===== src/rtl/core/bounded_key_value_table_defines.svh =====
// Assertion macros used by the table's top-level RTL.
`ifndef BOUNDED_KEY_VALUE_TABLE_DEFINES_SVH
`define BOUNDED_KEY_VALUE_TABLE_DEFINES_SVH

`ifndef NO_ASSERTIONS
// Checked only while out of reset.
`define BKVT_ASSERT_RST(lbl, prop, msg) \
    lbl: assert property (@(posedge i_clk) disable iff (!i_rst_n) prop) else $error(msg);
// Checked on every edge, reset included.
`define BKVT_ASSERT_ANY(lbl, prop, msg) \
    lbl: assert property (@(posedge i_clk) prop) else $error(msg);
`else
`define BKVT_ASSERT_RST(lbl, prop, msg)
`define BKVT_ASSERT_ANY(lbl, prop, msg)
`endif

`endif


===== src/rtl/core/bkvt_pkg.sv =====
// Types, codes and defaults for the bounded key-value table.
package bkvt_pkg;

    localparam int ACTION_W = 2;
    localparam int KEY_W    = 32;
    localparam int VALUE_W  = 64;
    localparam int MODE_W   = 2;
    localparam int STATUS_W = 2;
    localparam int LIMIT_W  = 7;

    localparam logic [LIMIT_W-1:0] LIMIT_RESET = 7'd64;

    localparam int DEF_ENTRIES     = 64;
    localparam int DEF_KEY_WIDTH   = 32;
    localparam int DEF_VALUE_WIDTH = 64;

    // actions
    localparam logic [ACTION_W-1:0] ACT_LOOKUP = 2'd0;
    localparam logic [ACTION_W-1:0] ACT_UPDATE = 2'd1;
    localparam logic [ACTION_W-1:0] ACT_DELETE = 2'd2;

    // update modes
    localparam logic [MODE_W-1:0] MODE_ANY     = 2'd0;
    localparam logic [MODE_W-1:0] MODE_NOEXIST = 2'd1;
    localparam logic [MODE_W-1:0] MODE_EXIST   = 2'd2;
    localparam logic [MODE_W-1:0] MODE_BAD     = 2'd3;

    // result status
    localparam logic [STATUS_W-1:0] ST_DONE    = 2'd0;
    localparam logic [STATUS_W-1:0] ST_SKIPPED = 2'd1;
    localparam logic [STATUS_W-1:0] ST_FULL    = 2'd2;
    localparam logic [STATUS_W-1:0] ST_BADMODE = 2'd3;

    typedef struct packed {
        logic [ACTION_W-1:0] action;
        logic [KEY_W-1:0]    key;
        logic [VALUE_W-1:0]  value;
        logic [MODE_W-1:0]   update_mode;
    } t_request;

    typedef struct packed {
        logic                hit;
        logic [VALUE_W-1:0]  read_value;
        logic [STATUS_W-1:0] status;
    } t_result;

    // sequencer -> entry store controls
    typedef struct packed {
        logic rd_en;
        logic tag_we;
        logic tag_valid;
        logic val_we;
    } t_mem_ctl;

endpackage


===== src/rtl/core/bkvt_seq.sv =====
// Sequencer: clear sweep, per-entry scan with one key comparator, then commit.
module bkvt_seq
    import bkvt_pkg::*;
#(
    parameter int ENTRIES = DEF_ENTRIES,
    parameter int KW      = DEF_KEY_WIDTH,
    parameter int VW      = DEF_VALUE_WIDTH,
    localparam int IW     = $clog2(ENTRIES)
) (
    input  logic               i_clk,
    input  logic               i_rst_n,
    input  logic               i_start,
    input  t_request           i_req,
    input  logic [LIMIT_W-1:0] i_limit,
    output logic               o_busy,
    output logic               o_done,
    output t_result            o_result,
    output t_mem_ctl           o_mem_ctl,
    output logic [IW-1:0]      o_rd_addr,
    output logic [IW-1:0]      o_wr_addr,
    output logic [KW-1:0]      o_wr_key,
    output logic [VW-1:0]      o_wr_value,
    input  logic               i_rd_valid,
    input  logic [KW-1:0]      i_rd_key,
    input  logic [VW-1:0]      i_rd_value
);

    localparam int LCW   = $clog2(ENTRIES + 1);
    localparam int CMP_W = (LCW > LIMIT_W) ? LCW : LIMIT_W;
    localparam logic [IW-1:0] LAST = IW'(ENTRIES - 1);

    localparam logic [2:0] S_CLEAR  = 3'd0;
    localparam logic [2:0] S_IDLE   = 3'd1;
    localparam logic [2:0] S_SCAN   = 3'd2;
    localparam logic [2:0] S_TAIL   = 3'd3;
    localparam logic [2:0] S_FINISH = 3'd4;

    logic [2:0]     r_state, n_state;
    logic [IW-1:0]  r_idx, n_idx;
    logic           r_cmp_vld;
    logic [IW-1:0]  r_cmp_idx;
    t_request       r_req, n_req;
    logic           r_found, n_found;
    logic [IW-1:0]  r_match_idx, n_match_idx;
    logic [VW-1:0]  r_match_val, n_match_val;
    logic           r_free_found, n_free_found;
    logic [IW-1:0]  r_free_idx, n_free_idx;
    logic [LCW-1:0] r_live, n_live;
    logic           r_done, n_done;
    t_result        r_result, n_result;
    t_mem_ctl       mem_ctl;
    logic [IW-1:0]  wr_addr;
    logic           no_room;
    logic           mode_unmet;

    always_comb begin
        n_state      = r_state;
        n_idx        = r_idx;
        n_req        = r_req;
        n_found      = r_found;
        n_match_idx  = r_match_idx;
        n_match_val  = r_match_val;
        n_free_found = r_free_found;
        n_free_idx   = r_free_idx;
        n_live       = r_live;
        n_done       = 1'b0;
        n_result     = r_result;
        mem_ctl      = '0;
        wr_addr      = r_idx;
        no_room      = !r_free_found || (CMP_W'(r_live) >= CMP_W'(i_limit));
        mode_unmet   = (r_req.update_mode == MODE_NOEXIST && r_found) ||
                       (r_req.update_mode == MODE_EXIST && !r_found);

        // compare stage, one entry per cycle
        if (r_cmp_vld) begin
            if (i_rd_valid && i_rd_key == r_req.key[KW-1:0] && !r_found) begin
                n_found     = 1'b1;
                n_match_idx = r_cmp_idx;
                n_match_val = i_rd_value;
            end
            if (!i_rd_valid && !r_free_found) begin
                n_free_found = 1'b1;
                n_free_idx   = r_cmp_idx;
            end
        end

        case (r_state)
            S_CLEAR: begin
                mem_ctl.tag_we    = 1'b1;
                mem_ctl.tag_valid = 1'b0;
                if (r_idx == LAST) begin
                    n_idx   = '0;
                    n_state = S_IDLE;
                end else begin
                    n_idx = r_idx + IW'(1);
                end
            end
            S_IDLE: begin
                if (i_start) begin
                    n_req        = i_req;
                    n_idx        = '0;
                    n_found      = 1'b0;
                    n_free_found = 1'b0;
                    n_state      = S_SCAN;
                end
            end
            S_SCAN: begin
                mem_ctl.rd_en = 1'b1;
                if (r_idx == LAST) begin
                    n_state = S_TAIL;
                end else begin
                    n_idx = r_idx + IW'(1);
                end
            end
            S_TAIL: begin
                n_state = S_FINISH;
            end
            S_FINISH: begin
                n_result = '0;
                n_done   = 1'b1;
                n_state  = S_IDLE;
                case (r_req.action)
                    ACT_LOOKUP: begin
                        n_result.hit = r_found;
                        if (r_found) begin
                            n_result.read_value = VALUE_W'(r_match_val);
                        end
                    end
                    ACT_UPDATE: begin
                        n_result.hit = r_found;
                        if (r_req.update_mode == MODE_BAD) begin
                            n_result.status = ST_BADMODE;
                        end else if (mode_unmet) begin
                            n_result.status = ST_SKIPPED;
                        end else if (r_found) begin
                            mem_ctl.val_we = 1'b1;
                            wr_addr        = r_match_idx;
                        end else if (no_room) begin
                            n_result.status = ST_FULL;
                        end else begin
                            mem_ctl.tag_we    = 1'b1;
                            mem_ctl.tag_valid = 1'b1;
                            mem_ctl.val_we    = 1'b1;
                            wr_addr           = r_free_idx;
                            n_live            = r_live + LCW'(1);
                        end
                    end
                    ACT_DELETE: begin
                        n_result.hit = r_found;
                        if (r_found) begin
                            mem_ctl.tag_we = 1'b1;
                            wr_addr        = r_match_idx;
                            n_live         = r_live - LCW'(1);
                        end
                    end
                    default: begin
                        n_result.status = ST_BADMODE;
                    end
                endcase
            end
            default: begin
                n_state = S_IDLE;
            end
        endcase
    end

    always_ff @(posedge i_clk) begin
        if (!i_rst_n) begin
            r_state      <= S_CLEAR;
            r_idx        <= '0;
            r_cmp_vld    <= 1'b0;
            r_found      <= 1'b0;
            r_free_found <= 1'b0;
            r_live       <= '0;
            r_done       <= 1'b0;
        end else begin
            r_state      <= n_state;
            r_idx        <= n_idx;
            r_cmp_vld    <= mem_ctl.rd_en;
            r_found      <= n_found;
            r_free_found <= n_free_found;
            r_live       <= n_live;
            r_done       <= n_done;
        end
    end

    always_ff @(posedge i_clk) begin
        r_cmp_idx   <= r_idx;
        r_req       <= n_req;
        r_match_idx <= n_match_idx;
        r_match_val <= n_match_val;
        r_free_idx  <= n_free_idx;
        r_result    <= n_result;
    end

    assign o_busy     = (r_state != S_IDLE);
    assign o_done     = r_done;
    assign o_result   = r_result;
    assign o_mem_ctl  = mem_ctl;
    assign o_rd_addr  = r_idx;
    assign o_wr_addr  = wr_addr;
    assign o_wr_key   = r_req.key[KW-1:0];
    assign o_wr_value = r_req.value[VW-1:0];

endmodule


===== config.mk =====
export PLATFORM = sky130hd
export DESIGN_NAME = bkvt_seq
export DESIGN_NICKNAME = d
export VERILOG_FILES = /design/src/rtl/core/bounded_key_value_table_defines.svh /design/src/rtl/core/bkvt_pkg.sv /design/src/rtl/core/bkvt_seq.sv
export SDC_FILE = /design/constraint.sdc
export NUM_CORES = 1
export LEC_CHECK = 0
export CORE_AREA = 4 4 152 154
export CTS_BUF_LIST = sky130_fd_sc_hd__clkbuf_4 sky130_fd_sc_hd__clkbuf_8 sky130_fd_sc_hd__clkbuf_16
export CTS_CLUSTER_DIAMETER = 60
export CTS_CLUSTER_SIZE = 40
export DETAILED_ROUTE_END_ITERATION = 6
export DIE_AREA = 0 0 156 158
export DONT_BUFFER_PORTS = 1
export SETUP_SLACK_MARGIN = 0.15
export SLEW_MARGIN = 15
export SYNTH_ARGS = -nofsm -noshare
export SYNTH_HDL_FRONTEND = slang
export SYNTH_SLANG_ARGS = --single-unit

===== constraint.sdc =====
create_clock -name i_clk -period 7.3 [get_ports i_clk]
set_clock_uncertainty 0.2 [all_clocks]
set_input_delay 0.365 -clock i_clk [delete_from_list [all_inputs] [get_ports i_clk]]
set_output_delay 0.365 -clock i_clk [all_outputs]
set_load 0.005 [all_outputs]

==> metrics.md, run 1 <==
| Metric | Value |
|---|---|
| Final GP Congestion | `roughly 0.83` |
| Overflow after GRT | `0` |
| Fill cells | `between 1,500 and 2,000` |
| Number of synthesized register bits | `between 200 and 300` |
| CP arrival | `about 3000 ps` |
| First-pass GRT wire length | `35,800 um` |
| Post-route cell area | `between 10,000 and 15,000 sq um` |
| CTS root buf | `clkbuf_16` |
| ANT cells | `0` |
| Final critical-path required period | `roughly 3500 ps` |
| Final wirelength | `24,600 um` |
| Crit path required time | `6730 ps` |
| Netlist Area Pre-Place | `10,700 sq um` |
| Worst hold slack | `84.8 ps` |
| Fin cells | `~1,000` |
| Total CTS buffers | `18` |
| Resize count post-CTS | `0` |
| Area Growth Syn to Fin | `18.1%` |
| Slew @ Worst Pin | `972 ps` |
| RSZ-0062 raised after global routing | `no` |
| Main synth FF type | `edfxtp_1` |
| F_max | `between 200 and 300 MHz` |
| Vias in the first global route | `roughly 5,900` |
| Multi-input logic area | `2040 sq um` |
| Final period utilization | `48.5%` |
| CTS clk-pin slew, worst paths | `90 ps` |
| RR Startpoint | `o_wr_key[11]` |
| Setup CP Type | `reg2out` |
| Post-synth cell types | `between 50 and 60` |
| Layout cell share with drive strength beyond 1 | `6.76%` |
| Dpl cells | `850` |
| Port bufs | `0` |
| Headroom to the max-slew limit | `35.1%` |
| PwrDens | `between 200 and 250 nW/um^2` |
| Status | `finished clean` |
| Synth Net Count | `just over 900` |
| Clock buffer depth | `3` |
| DRC | `0` |
| Hold Crit Class | `in2reg` |
| Setup TNS | `0 ps` |
| H-tree depth | `1` |
| Reg area | `7820 sq um` |
| Detailed Routing Iterations Pass 1 | `6` |
| Num rows | `54` |
| # nets final | `roughly 980` |
| Max-Cap Viols | `0` |
| Vias per cell | `around 5.4` |
| DRT iter0 DRCs | `359` |
| Worst skew pair latency | `500 ps` |
| Routed wire per std cell | `23.4 um` |
| EDFF count, synth | `243` |
| Overall die width | `roughly 160 um` |
| Core ar. | `21,700 sq um` |
| CTS tree | `yes` |
| Initial antenna violation count | `0` |
| Total power draw | `2910 uW` |
| Die Area | `24,600 sq um` |
| # clock sinks | `269` |
| Mapped Cells | `686` |
| Total leakage power | `0.00442 uW` |
| Dpl hpwl | `16,600 um` |
| Placed inst area | `approximately 10,000 sq um` |
| Post-synthesis sequential area ratio | `roughly 73%` |
| CP endpoint kind | `output pin` |
| Crit-path max FO | `72` |
| Total track usage | `18.8%` |
| Setup violators final | `0` |
| Final Hold Viols | `0` |
| Critical hold path startpoint | `i_rd_valid` |
| IO Count | `about 390` |
| Max-slew violations | `0` |
| Synthesis Warnings | `0` |
| Startpoint Class | `register` |
| Post-synthesis async set-or-reset flop share | `0%` |
| Via Count | `5,625` |
| Mean Syn Cell Area | `15.6 sq um` |
| ANT nets after route | `0` |
| Starting Density | `49.5%` |
| Worst vdd ir | `between 0.0002 and 0.00025 V` |
| Largest net degree at the start of global routing | `slightly below 80` |
| DIE HEIGHT | `158 um` |
| Crit. Startpoint | `r_state[2]` |
==> final timing paths <==
path | cells after the start | slack [ps] | endpoint
max | 5 | 3760 | o_wr_addr[0]
min | 3 | 80 | r_found
max reg2reg | 6 | 4040 | r_match_val[23]
min reg2reg | 0 | 230 | r_match_idx[4]
==> worst max-delay path, stage by stage (launching register included) <==
cell	delay, ps
dfxtp_1	440
nor3b_4	200
buf_4	710
nand2_1	430
a31o_1	320
a221o_1	360
==> sequential cells by signal, indices dropped and copies added (netlist names) <==
| signal | cells |
|---|---|
| r_cmp_vld | 1 |
| r_live | 7 |
| r_free_idx | 6 |
| r_cmp_idx | 6 |
| r_match_val | 64 |
| r_req | 4 |
| o_wr_key | 32 |
| r_state | 3 |
| r_match_idx | 6 |
| o_done | 1 |
| r_free_found | 1 |
| o_result | 67 |
| o_rd_addr | 6 |
| r_found | 1 |
| o_wr_value | 64 |
==> layout by cell type (no fill, tap or decap), types with 3 or more instances in the layout <==
| master | count |
|---|---|
| edfxtp_1 | 243 |
| dlygate4sd3_1 | 167 |
| and3_1 | 67 |
| xor2_1 | 29 |
| dfxtp_1 | 25 |
| nor2_1 | 21 |
| clkbuf_16 | 19 |
| inv_1 | 17 |
| a21oi_1 | 16 |
| ha_1 | 16 |
| nand2_1 | 11 |
| mux2i_1 | 11 |
| o21ai_0 | 10 |
| xnor2_1 | 9 |
| nor4_1 | 8 |
| nand2b_1 | 7 |
| nor2b_1 | 7 |
| and2_1 | 6 |
| a31oi_1 | 5 |
| a21o_1 | 4 |
| mux2_2 | 4 |
| buf_4 | 4 |
| nor3b_1 | 3 |
| nand3_1 | 3 |
| a221oi_1 | 3 |
| o21a_1 | 3 |
| a21boi_0 | 3 |
| clkinv_16 | 3 |
| inv_8 | 3 |
==> what timing repair did <==
item / in CTS / in global routing
hold endpoints to repair: 190 / 0
hold buffers: 167 / 0
buffers inserted: 0 / 0
==> logic make-up after synthesis <==
group	count (synthesis)	share of synthesized area, %
flip-flops	269	72.9
AND/OR/NAND/NOR	150	8.25
buffers and inverters	137	8.25
multiplexers	15	1.45
XOR/XNOR	38	3.10
AO/OA/AOI/OAI	59	3.92
adder cells (fa/ha/maj)	18	2.17
==> synth_stat cells (all sizes together), types with 4 or more instances <==
| library cell | n | area [sq um] |
|---|---|---|
| a31oi | 5 | 31.3 |
| a21oi | 16 | 80.1 |
| xor2 | 29 | 254 |
| edfxtp | 243 | 7300 |
| xnor2 | 9 | 78.8 |
| nor2 | 22 | 82.6 |
| nand2 | 11 | 41.3 |
| a21o | 4 | 30.0 |
| inv | 17 | 63.8 |
| clkbuf | 21 | 78.8 |
| nand2b | 7 | 43.8 |
| nor3b | 4 | 41.3 |
| nor2b | 7 | 43.8 |
| and3 | 67 | 419 |
| dfxtp | 26 | 521 |
| a221oi | 4 | 41.3 |
| mux2 | 4 | 45.0 |
| mux2i | 11 | 110 |
| nor4 | 8 | 50.1 |
| and2 | 8 | 51.3 |
| o21ai | 11 | 58.8 |
| buf | 99 | 742 |
| ha | 17 | 213 |
==> metrics by stage <==
step / util [%] / worst slack (ps)
4_1_cts: 58.4 / 3710
3_3_place_gp: 47.5 / 4030
6_report: 58.4 / 3760
3_5_place_dp: 47.5 / 3980
5_1_grt: 58.4 / 3590
2_1_floorplan: - / 2230
==> routing by layer <==
layer	part of all wire (%)	GRT usage (%)
met1	36	21.1
met2	53	34.5
met3	8.3	5.69
met4	2.9	5.88
met5	0	0
==> report_power, final <==
part | internal [uW] | switching [uW] | total [uW]
clock network | 566 | 566 | 1130
logic | 69.7 | 29.0 | 98.7
registers | 1670 | 4.56 | 1670
total | 2310 | 600 | 2910
==> area by class of cell <==
| class | count | area share [%] |
|---|---|---|
| clock inverters | 11 | 1.60 |
| well taps | 280 | 2.77 |
| inverters | 17 | 0.504 |
| multi-input cells | 280 | 16.1 |
| clock buffers | 21 | 3.87 |
| flip-flops and latches | 269 | 61.7 |
| repair buffers | 171 | 13.4 |
Note: power is estimated with default switching activity, not from simulation.
==> inputs of run 2 (changes only) <==
Settings changed: ABC_AREA set to 1, CORE_AREA 4 4 152 154 to 4 4 155 157, DIE_AREA 0 0 156 158 to 0 0 159 161.
Clock period 7.3 ns to 3.7 ns, I/O delays scaled along.
==> metrics.md, run 2 <==
| Metric | Value |
|---|---|
| Synth Net Count | `1,156 (+27%)` |
| Mean Syn Cell Area | `12.1 sq um (-23%)` |
| Fin util | `60.4% (+2.0 points)` |
| Via Count | `6,828 (+21%)` |
| Flop pwr share | `54.2% (-3.4 points)` |
| Max-Cap Viols | `0 (unchanged)` |
| Clock share of power | `42.1% (+3.1 points)` |
| Total track usage | `20.9% (+2.1 points)` |
| # nets final | `1,258 (+28%)` |
| Setup TNS | `0 ps (unchanged)` |
| RSZ-0062 raised after global routing | `no` |
| First-pass GRT wire length | `41,700 um (+17%)` |
| Uppermost routed layer | `met5` |
| Hold_buf cts | `182 (+9.0%)` |
| Fill cells | `1,702 (+6.5%)` |
| Synth cell count leaders | `243 x edfxtp_1, 150 x inv_1, 123 x nor2_1` |
| F_max | `316 MHz` |
| Area contributors post-synth | `edfxtp_1 65%, buf_4 6.4%, inv_1 5.0%` |
| Routed wire per std cell | `20.9 um (-11%)` |
| PwrDens | `448 nW/um^2 (+95%)` |
| CTS clk-pin slew, worst paths | `110 ps (+20 ps)` |
| Number of synthesized register bits | `269 (unchanged)` |
| Reg area | `7820 sq um (about the same)` |
| Worst skew pair latency | `520 ps (+20 ps)` |
| Post-synth top area cell | `edfxtp_1` |
| Netlist Area Pre-Place | `11,200 sq um (+4.8%)` |
| Die Area | `25,600 sq um (+3.9%)` |
| Max-slew violations | `0 (unchanged)` |
| Status | `finished clean` |
| DRT iter0 DRCs | `547 (+52%)` |
| Overflow after GRT | `0 (unchanged)` |
| Number of post-CTS setup repair buffers | `0 (unchanged)` |
| Initial antenna violation count | `2 (+2)` |
| Commonest cells after routing, fill and taps aside | `243 x edfxtp_1, 182 x dlygate4sd3_1, 149 x inv_1` |
| Worst vdd ir | `0.000393 V (+96%)` |
| IO Count | `388 (unchanged)` |
| Clock buffer depth | `3 (unchanged)` |
| DRC | `0 (unchanged)` |
| Comb pwr share | `3.7% (+0.3 points)` |
| Hold Crit Class | `in2reg` |
| Slew @ Worst Pin | `915 ps (-56.6 ps)` |
| Post-synthesis sequential area ratio | `69.5% (-3.4 points)` |
| Main synth FF type | `edfxtp_1` |
| Setup CP Type | `reg2reg` |
| Crit path required time | `3950 ps (-2780 ps)` |
| Num rows | `55 (+1.9%)` |
| Synthesis Warnings | `0 (unchanged)` |
| DIE HEIGHT | `161 um (+1.9%)` |
| Vias in the first global route | `6,926 (+16%)` |
| Top cell type's share of synthesized area | `64.9% (-3.1 points)` |
| Final Hold Viols | `0 (unchanged)` |
| Final wirelength | `27,800 um (+13%)` |
| Post-synthesis async set-or-reset flop share | `0% (unchanged)` |
| Total leakage power | `0.00517 uW (+17%)` |
| Commonest non-fill, non-tap cell in the layout | `edfxtp_1` |
| Final GP Congestion | `0.838 (+0.81%)` |
| Core ar. | `22,500 sq um (+3.8%)` |
| Internal Power | `4660 uW (+100%)` |
| Headroom to the max-slew limit | `38.5% (+3.4 points)` |
| Setup violators final | `0 (unchanged)` |
| Largest net degree at the start of global routing | `73 (-5.2%)` |
| Crit-path max FO | `4 (-94%)` |
| Port bufs | `0 (unchanged)` |
| Starting Density | `50.0% (+0.52 points)` |
| Resize count post-CTS | `0 (unchanged)` |
| H-tree depth | `1 (unchanged)` |
| Mapped Cells | `931 (+36%)` |
| R2r setup slk | `530 ps (-3510 ps)` |
| Vias per cell | `5.12 (-4.5%)` |
| CP arrival | `3410 ps (+440 ps)` |
| WL met2 | `14,900 um (+14%)` |
| ANT nets after route | `0 (unchanged)` |
| EDFF count, synth | `243 (unchanged)` |
| Worst hold slack | `61.4 ps (-23.4 ps)` |
| Final critical-path required period | `3170 ps` |
| Sw power | `1430 uW (+140%)` |
| Number of flip-flops in the largest register | `67 (unchanged)` |
| Layout cell share with drive strength beyond 1 | `6.40% (-0.36 points)` |
| Detailed Routing Iterations Pass 1 | `6 (unchanged)` |
| Wire length on met1 | `9980 um (+14%)` |
| Post-route cell area | `13,600 sq um (+7.3%)` |
| Startpoint Class | `register` |
| CP endpoint kind | `register` |
| Dpl hpwl | `19,700 um (+19%)` |
| CTS root buf | `clkbuf_16` |
| Area Growth Syn to Fin | `20.9%` |
| CTS tree | `yes` |
| Final period utilization | `85.6%` |
| Most common cell in the synthesized netlist | `edfxtp_1` |
| Post-synth cell types | `39 (-25%)` |
| Sw Ratio | `23.5% (+2.9 points)` |
| Placed inst area | `10,900 sq um (+6.0%)` |
| # clock sinks | `269 (unchanged)` |
| Multi-input logic area | `2100 sq um (+2.8%)` |
| Met3 WL | `2040 um (+0.49%)` |
| Overall die width | `159 um (+1.9%)` |
| Total CTS buffers | `20 (+2)` |
## run 2: routing by layer
metal  up-vias  global-route usage, %
met5         -                      0
met4         2                   6.35
met3        45                   5.21
met2       336                   38.9
met1      3243                   23.9
li1       3202                      -
## run 2: metrics by stage
step | std cells | total power [uW] | setup WS [ps]
finish | 1333 | 6090 | 533
global route | 1333 | 6300 | 333
CTS | 1332 | 6150 | 606
detailed placement | 1114 | 3440 | 994
global placement | 1114 | 3440 | 1010
floorplan | 931 | 3420 | 363
## run 2: kinds of logic (layout without fill, tap and decap cells)
family,Yosys count,after routing,share of synthesized area (%)
fa+ha+maj,18,18,2.07
other cells,0,1,0
xor+xnor,16,16,1.25
compound gates,58,58,2.85
simple gates,309,309,12.3
buf+inv,261,377,12.0
flops,269,269,69.5
## run 2: cell type report
cell class | instances | area share (%)
diodes | 1 | 0.0184
clock buffers | 21 | 3.87
clock inverters | 15 | 2.43
inverters | 153 | 4.22
multi-input cells | 401 | 15.4
flip-flops and latches | 269 | 57.5
well taps | 285 | 2.62
repair buffers | 188 | 13.9
## run 2: final timing paths
path                                    from              end  cells past startpoint
worst min-delay path            i_rd_key[19]  r_match_val[41]                      5
worst max-delay path             o_wr_key[3]          r_found                     10
worst max register to register   o_wr_key[3]          r_found                     10
worst min register to register  r_cmp_idx[2]    r_free_idx[2]                      0
## run 2: critical path, stage by stage, from the launching register on
cell,delay (ps)
edfxtp_1,480
nand2_1,130
nand2_1,60
dlygate4sd3_1,550
nor3_1,150
dlygate4sd3_1,580
nand4_1,80
dlygate4sd3_1,580
nor2_1,120
nand2_1,70
a21oi_1,110
## run 2: power groups by stage
stage | clock network, uW | logic, uW | registers, uW
global placement | 0 | 64.0 | 3370
CTS | 2620 | 224 | 3300
floorplan | 0 | 51.6 | 3370
finish | 2560 | 227 | 3300
global route | 2740 | 247 | 3300
detailed placement | 0 | 65.3 | 3370
